--- src/rtl/pat_pkg.sv ---
// ---------------------------------------------------------------------------
// pat_pkg
// Types, constants and helpers for the point-add range-sum tree.
// ---------------------------------------------------------------------------
package pat_pkg;

    localparam int KEY_W = 10;
    localparam int VAL_W = 16;
    localparam int SUM_W = 48;
    localparam int OP_W  = 2;
    localparam int IDX_W = 22;  // level index for the largest key domain

    localparam logic [SUM_W-1:0] SUM_MAX = {SUM_W{1'b1}};

    localparam logic [OP_W-1:0] OP_ADD   = 2'd0;
    localparam logic [OP_W-1:0] OP_QUERY = 2'd1;
    localparam logic [OP_W-1:0] OP_CLEAR = 2'd2;

    typedef struct packed {
        logic             add;
        logic             qry;
        logic [IDX_W-1:0] l;     // key for add, left bound for query
        logic [IDX_W-1:0] r;     // exclusive right bound for query
        logic [VAL_W-1:0] value;
        logic [SUM_W-1:0] acc;
    } t_tok;

    function automatic logic [SUM_W-1:0] sat_add(input logic [SUM_W-1:0] a,
                                                  input logic [SUM_W-1:0] b);
        logic [SUM_W:0] s;
        s = {1'b0, a} + {1'b0, b};
        return s[SUM_W] ? SUM_MAX : s[SUM_W-1:0];
    endfunction

endpackage

--- src/rtl/pat_cell.sv ---
// ---------------------------------------------------------------------------
// pat_cell
// One tree level: node store, read stage, update and hand-on to next level.
// ---------------------------------------------------------------------------
module pat_cell import pat_pkg::*; #(
    parameter int LVL = 0
) (
    input  logic             i_clk,
    input  logic             i_rst_n,
    input  logic             i_clr,
    input  logic [IDX_W-1:0] i_clr_addr,
    input  t_tok             i_tok,
    input  logic             i_vld,
    output t_tok             o_tok,
    output logic             o_vld
);

    localparam int AW = (LVL == 0) ? 1 : LVL;

    logic [SUM_W-1:0] mem [0:(1<<AW)-1];

    t_tok             r_tok1, r_tok2;
    logic             r_v1, r_v2;
    logic [SUM_W-1:0] r_rda, r_rdb;

    logic             active, add_l, add_r;
    logic [SUM_W-1:0] s1, s2;
    logic [IDX_W-1:0] l2, r2;

    always_ff @(posedge i_clk) begin
        if (!i_rst_n) begin
            r_v1 <= 1'b0;
            r_v2 <= 1'b0;
        end else begin
            r_v1 <= i_vld;
            r_v2 <= r_v1;
        end
        r_tok1 <= i_tok;
        r_tok2 <= r_tok1;
    end

    always_ff @(posedge i_clk) begin
        r_rda <= mem[r_tok1.l[AW-1:0]];
        r_rdb <= mem[r_tok1.r[AW-1:0] & ~AW'(1)];
        if (i_clr) begin
            mem[i_clr_addr[AW-1:0]] <= '0;
        end else if (r_v2 && r_tok2.add) begin
            mem[r_tok2.l[AW-1:0]] <= sat_add(r_rda, SUM_W'(r_tok2.value));
        end
    end

    always_comb begin
        active = r_tok2.qry && (r_tok2.l < r_tok2.r);
        add_l  = active && r_tok2.l[0];
        add_r  = active && r_tok2.r[0];
        s1     = sat_add(r_tok2.acc, add_l ? r_rda : '0);
        s2     = sat_add(s1, add_r ? r_rdb : '0);
        l2     = r_tok2.l + IDX_W'(add_l);
        r2     = r_tok2.r - IDX_W'(add_r);
        o_tok       = r_tok2;
        o_tok.l     = l2 >> 1;
        o_tok.r     = r2 >> 1;
        o_tok.acc   = s2;
        o_vld       = r_v2;
    end

endmodule

--- config.mk ---
export PLATFORM = sky130hd
export DESIGN_NAME = pat_cell
export DESIGN_NICKNAME = d
export VERILOG_FILES = /design/src/rtl/pat_pkg.sv /design/src/rtl/pat_cell.sv
export SDC_FILE = /design/constraint.sdc
export NUM_CORES = 1
export LEC_CHECK = 0
export BUFFER_PORTS_ARGS = -buffer_cell sky130_fd_sc_hd__buf_2
export CAP_MARGIN = 10
export CORE_ASPECT_RATIO = 1.5
export CORE_MARGIN = 2
export CORE_UTILIZATION = 40
export DETAILED_ROUTE_END_ITERATION = 7
export HOLD_SLACK_MARGIN = 0.02
export PLACE_DENSITY_LB_ADDON = 0.12
export SYNTH_ARGS = -nofsm -noshare
export SYNTH_HDL_FRONTEND = slang
export SYNTH_SLANG_ARGS = --single-unit
--- constraint.sdc ---
create_clock -name i_clk -period 9.8 [get_ports i_clk]
set_input_delay 0.49 -clock i_clk [delete_from_list [all_inputs] [get_ports i_clk]]
set_output_delay 0.49 -clock i_clk [all_outputs]
set_load 0.02 [all_outputs]
==> metrics, run 1 <==
core area ~48000 µm²; CTS tree done; largest net degree at the start of global routing 51; Cell Area, Synth ~19000 µm²; crit path kind flip-flop to output pin; TritonCTS Buffers 40; critical path's most frequent cell a21o_1; CP top delay family compound AO/OA/AOI/OAI gates; die width around 180 µm; Synth Instances roughly 1900; most frequent cells in the layout dfxtp_1, buf_2, nand2_1; setup violators final 0; MaxCap Viol Count 0; port buffer count approximately 220; Setup TNS Final 0 ns; Final Critical Period around 9.2 ns; data required time of the worst path 9.31 ns; CTS clk-pin slew, worst paths ~0.06 ns; CP Capture Type output pin; syn_area_per_cell between 10 and 15 µm²; sequential fraction of the synthesis area between 40 and 50%; final hold slack around 0.048 ns; Unique masters post-synth 86; number of global-route vias before repair 15093; highest clock rate around 0.11 GHz; Seq cells post-synth 414; unrepaired setup endpoints after global routing no; number of synthesized flops with an enable pin 96; vias per cell 5.110; status finished, final reports clean; initial antenna violation count 0; number of synthesis warnings 0; Iter 0 DRT Violations around 640; worst-path fanout max between 40 and 50; Worst Reg-to-Reg Cells 11; grt total ovfl 0; Tightest Pin Transition around 0.79 ns; fill count around 4500; final-stage net count around 2500; Final Cell Area between 20000 and 25000 µm²; Pre-Repair DR Iteration Count 5; Setup crit start kind flip-flop; Max Slew Vio Count 0; vias post-DR between 10000 and 15000; r2r setup slk about 5.8 ns; Leak Pwr ~11 nW; clk_lat worst skew approximately 0.56 ns; post-CTS setup buffers 0; Hold WC Path Type input pin to flip-flop; crit-path max cell delay between 0.4 and 0.5 ns; H-tree depth 2; Layout area overhead 20.96%; maximum vdd drop ~0.14 mV; DR DRC count 0; boundary pin count 247; first-pass GRT wire length between 70000 and 80000 µm; wire per inst approximately 18 µm; Sink Count just over 400; commonest non-fill, non-tap cell in the layout dfxtp_1; Initial Utilization around two fifths; worst hold start i_tok[20]; worst r2r src o_tok[48]; Min-Delay Endpoint r_tok1[20]; clk buf depth 3; Die Y about 270 µm; power per standard cell area between 150 and 200 nW/µm²; PnR Total Power approximately 4.3 mW; slowest CP cell a211oi_1; Max transition margin a little under half; WHS Path Cells 1; row count between 90 and 100; clock skew 0.01637 ns; Main synth FF type dfxtp_1; Placer Congestion ~0.87; reg2reg end mem[0][46]; Hold Vio Cnt, Final 0; Antenna Cells 0; crit share post-route between 90 and 100%; share of cells above drive strength 1 roughly 18%; Root Buffer clkbuf_16; post-layout util around half; DIE AREA a little over 50000 µm²; HPWL Detailed around 38000 µm; area post-placement roughly 21000 µm²; fraction of registers with async set or reset after synthesis 0%; All-Layer GR Usage roughly 20%; Detail Route Antenna Nets 0; Routed WL between 50000 and 60000 µm; Buf/Inv on CP 7; critical path arrival 8.72 ns
## registers in the layout, indices dropped and copies added, names as in the netlist
register  flops
r_rdb        48
o_tok        18
mem          96
r_rda        48
o_vld         1
r_tok2       92
r_tok1      110
r_v1          1
## per-stage QoR
stage	instances	worst slack [ns]
after floorplan	1925	2.442
after global placement	2732	0.9124
after detailed placement	2732	0.8454
after CTS	2912	0.2019
after global routing	2912	0.006640
final	2912	0.5901
## kinds of logic after synthesis
kind of cell | Yosys count | share of synthesized area, %
simple gates | 558 | 14.96
compound gates | 467 | 15.62
flops | 414 | 47.45
buf+inv | 155 | 3.806
xor+xnor | 139 | 6.246
fa+ha+maj | 138 | 8.974
mux | 51 | 2.927
other cells | 1 | 0.01924
## synthesized netlist by cell type, drive strengths merged (39+ instances only)
master    n  area [µm²]
nand2   175       659.4
inv      59       221.5
mux2     48       540.5
a21o     84       630.6
buf      39       300.3
and2    110       688.2
o21ai    67       342.8
xnor2    83       727.0
nand3    39       195.2
xor2     56       490.5
edfxtp   96        2883
ha      135        1689
clkbuf   57       220.2
a21oi   169       849.6
nor2     61       239.0
dfxtp   318        6366
## metal layers
layer	up-vias	track usage [%]	share of wire [%]
li1	7468	-	-
met1	6955	24.61	43
met2	372	36.08	49
met3	86	3.679	5.0
met4	0	6.568	2.6
met5	-	0	0
## final cells by class
type / instances / area [µm²] / share of cell area [%]
sequential: 414 / 9251 / 39.24
inverter: 59 / 221.5 / 0.9392
clock inverter: 20 / 165.2 / 0.7004
multi-input combinational: 1356 / 9577 / 40.62
clock buffer: 54 / 1161 / 4.924
tap: 656 / 820.8 / 3.481
timing repair buffer: 353 / 2382 / 10.10
## how the worst max path moves through the flow
stage / start / to / slack, ns / cells past startpoint
6_report: r_tok2[71] / o_tok[41] / 0.59 / 36
5_1_grt: r_tok2[97] / o_tok[41] / 0.007 / 35
4_1_cts: r_tok2[87] / o_tok[47] / 0.20 / 36
3_5_place_dp: r_tok2[87] / o_tok[41] / 0.85 / 36
3_3_place_gp: r_tok2[87] / o_tok[41] / 0.91 / 36
2_1_floorplan: r_tok2[87] / o_tok[10] / 2.44 / 32
## power breakdown
part | leakage (nW) | internal, mW | switching, mW
logic | 6.29 | 0.363 | 0.538
clock network | 0.663 | 0.874 | 0.674
registers | 3.62 | 1.83 | 0.0475
## timing repair
item / 4_1_cts / 5_1_grt
endpoints found under the hold margin: 106 / 0
resized for setup: 0 / 5
endpoints found under the setup margin: 0 / 48
hold buffers: 106 / 0
Power figures use the tool's default switching activity.
==> run 2, diff against run 1 <==
--- a/config.mk
+++ b/config.mk
@@ -11,8 +11,8 @@
 export CORE_MARGIN = 2
 export CORE_UTILIZATION = 40
 export DETAILED_ROUTE_END_ITERATION = 7
-export HOLD_SLACK_MARGIN = 0.02
 export PLACE_DENSITY_LB_ADDON = 0.12
+export SLEW_MARGIN = 20
 export SYNTH_ARGS = -nofsm -noshare
 export SYNTH_HDL_FRONTEND = slang
 export SYNTH_SLANG_ARGS = --single-unit
==> constraint.sdc (replaced) <==
create_clock -name i_clk -period 10.35 [get_ports i_clk]
set_input_delay 0.5175 -clock i_clk [delete_from_list [all_inputs] [get_ports i_clk]]
set_output_delay 0.5175 -clock i_clk [all_outputs]
set_load 0.02 [all_outputs]
==> run 2 against run 1 <==
Effect of this change: clock power hardly changed; cell area is 4.2% lower; sequential power is 5% lower; global-route usage is 0.38 points lower; clock-buffer cell count is 5 higher; critical path depth is 2 lower; first-iteration DRC count is 12% lower; total power is 4.3% lower; setup slack better by 0.17 ns; via count is 2.6% lower; hold slack hardly changed; critical path type unchanged; largest power group unchanged; highest routed layer is now met5.
==> metrics, run 2 (synthesized netlist as in run 1, its figures left out) <==
Switch Pwr 1.197 mW; first-pass GRT wire length between 70000 and 80000 µm; worst r2r src o_tok[48]; status finished, final reports clean; Pint around 2.9 mW; port buffer count between 200 and 250; CP Capture Type output pin; TritonCTS Buffers 41; most frequent cells in the layout dfxtp_1, buf_2, nand2_1; CTS clk-pin slew, worst paths about 0.07 ns; highest clock rate about 0.10 GHz; Tightest Pin Transition around 0.89 ns; crit share post-route between 90% and 100%; Comb pwr share between 10% and 20%; final-stage net count between 2000 and 2500; M2 GR Usage approximately a third; unrepaired setup endpoints after global routing no; Setup TNS Final 0 ns; post-layout util 46.64%; Root Buffer clkbuf_16; data required time of the worst path slightly below 10 ns; Layout area overhead 15.89%; Detail Route Antenna Nets 0; Leak Pwr slightly above 10 nW; clock skew ~0.022 ns; MaxCap Viol Count 0; Pre-Repair DR Iteration Count 7; initial antenna violation count 3; die width 184.2 µm; Worst Reg-to-Reg Cells 11; largest net degree at the start of global routing between 50 and 60; worst-path fanout max 48; slowest CP cell dfxtp_1; Hold WC Path Type input pin to flip-flop; critical path's most frequent cell a21o_1; crit-path max cell delay ~0.49 ns; met1 usage roughly 24%; DIE AREA 50550 µm²; clk_lat worst skew between 0.5 and 0.6 ns; clk buf depth 3; Hold Vio Cnt, Final 0; Max Slew Vio Count 0; vias post-DR 14496; Routed WL between 50000 and 60000 µm; worst hold start i_tok[24]; CTS tree done; sw frac between 20% and 30%; Setup crit start kind flip-flop; Clk network pwr share between 30% and 40%; met3 usage 3.719%; PostCTS Resize Cnt 0; boundary pin count 247; Min-Delay Endpoint r_tok1[24]; setup violators final 0; Placer Congestion 0.8763; Largest Register r_tok1; HPWL Detailed 38630 µm; row count a little under 100; Iter 0 DRT Violations about 560; Reg power frac between 40% and 50%; reg2reg end mem[0][46]; busiest grt layer met2; WHS Path Cells 1; Sink Count 414; grt total ovfl 0; max reg flops 110; critical path arrival 9.07 ns; wire per inst roughly 18 µm; maximum vdd drop approximately 0.14 mV; H-tree depth 2; Die Y between 200 and 300 µm; commonest non-fill, non-tap cell in the layout dfxtp_1; Max transition margin 40.41%; DR DRC count 0; crit path kind flip-flop to output pin; vias per cell 5.168; power per standard cell area 183.3 nW/µm²; Initial Utilization roughly two fifths; All-Layer GR Usage 19.90%; r2r setup slk around 6.3 ns; number of global-route vias before repair around 15000; share of cells above drive strength 1 between 10% and 20%; Antenna Cells 0; Final Critical Period around 9.6 ns; core area 48430 µm²
-- run 2: cell count changes in the layout (fill, tap and decap cells not counted), moves of 2 or more --
cell,previous run,this run
a21oi_1,165,168
a21oi_2,4,1
buf_4,22,20
clkbuf_16,43,47
clkinv_4,3,1
clkinv_8,0,2
dlygate4sd3_1,106,0
inv_6,7,2
-- run 2: critical path: cells and delay by family, from the launching register on --
| family | cells | cell delay, ns |
|---|---|---|
| compound gates | 20 | 4.34 |
| fa+ha+maj | 4 | 1.26 |
| buf+inv | 5 | 1.20 |
| flops | 1 | 0.49 |
| simple gates | 5 | 1.16 |
-- run 2: worst max path at each step --
stage / startpoint / endpoint / slack [ns] / cells after the start
after floorplan: r_tok2[87] / o_tok[10] / 2.96 / 32
after global placement: r_tok2[87] / o_tok[35] / 1.17 / 33
after detailed placement: r_tok2[87] / o_tok[46] / 1.13 / 33
after CTS: r_tok2[87] / o_tok[46] / 0.46 / 33
after global routing: r_tok2[87] / o_tok[35] / 0.06 / 34
final: r_tok2[87] / o_tok[35] / 0.76 / 34
-- run 2: power by group through the flow --
stage | clock [mW] | sequential, mW | combinational (mW)
floorplan | 0 | 1.79 | 0.596
global placement | 0 | 1.81 | 0.814
detailed placement | 0 | 1.81 | 0.817
CTS | 1.59 | 1.78 | 0.823
global route | 1.65 | 1.78 | 0.907
finish | 1.54 | 1.78 | 0.821
-- run 2: metal layers --
| metal | vias up | routed length, µm | part of all wire, % |
|---|---|---|---|
| li1 | 7240 | - | - |
| met1 | 6723 | 21610 | 43 |
| met2 | 411 | 23780 | 47 |
| met3 | 120 | 2770 | 5.5 |
| met4 | 2 | 2447 | 4.8 |
| met5 | - | 11 | 0.022 |
-- run 2: area by class of cell --
class	count	area [µm²]
clock buffer	59	1271
sequential	414	9250
timing repair buffer	245	1306
multi-input combinational	1356	9559
clock inverter	16	160.2
fill	4645	25840
inverter	59	221.5
tap	656	820.8
-- run 2: metrics by stage --
| step | worst slack, ns | cells | total power, mW | hold WS (ns) | cell area (µm²) |
|---|---|---|---|---|---|
| final | 0.7576 | 2805 | 4.140 | 0.04735 | 22590 |
| after global routing | 0.06038 | 2805 | 4.344 | 0.01980 | 22590 |
| after CTS | 0.4612 | 2804 | 4.189 | 0.009951 | 22570 |
| after detailed placement | 1.125 | 2729 | 2.629 | 0.3121 | 21140 |
| after global placement | 1.165 | 2729 | 2.625 | 0.3103 | 21140 |
| after floorplan | 2.964 | 1925 | 2.389 | 0.3096 | 19500 |
-- run 2: what timing repair did --
| item | 4_1_cts | 5_1_grt |
|---|---|---|
| hold endpoints to repair | 0 | 0 |
| hold buffers | 0 | 0 |
| setup buffers | 0 | 1 |
| endpoints found under the setup margin | 0 | 12 |
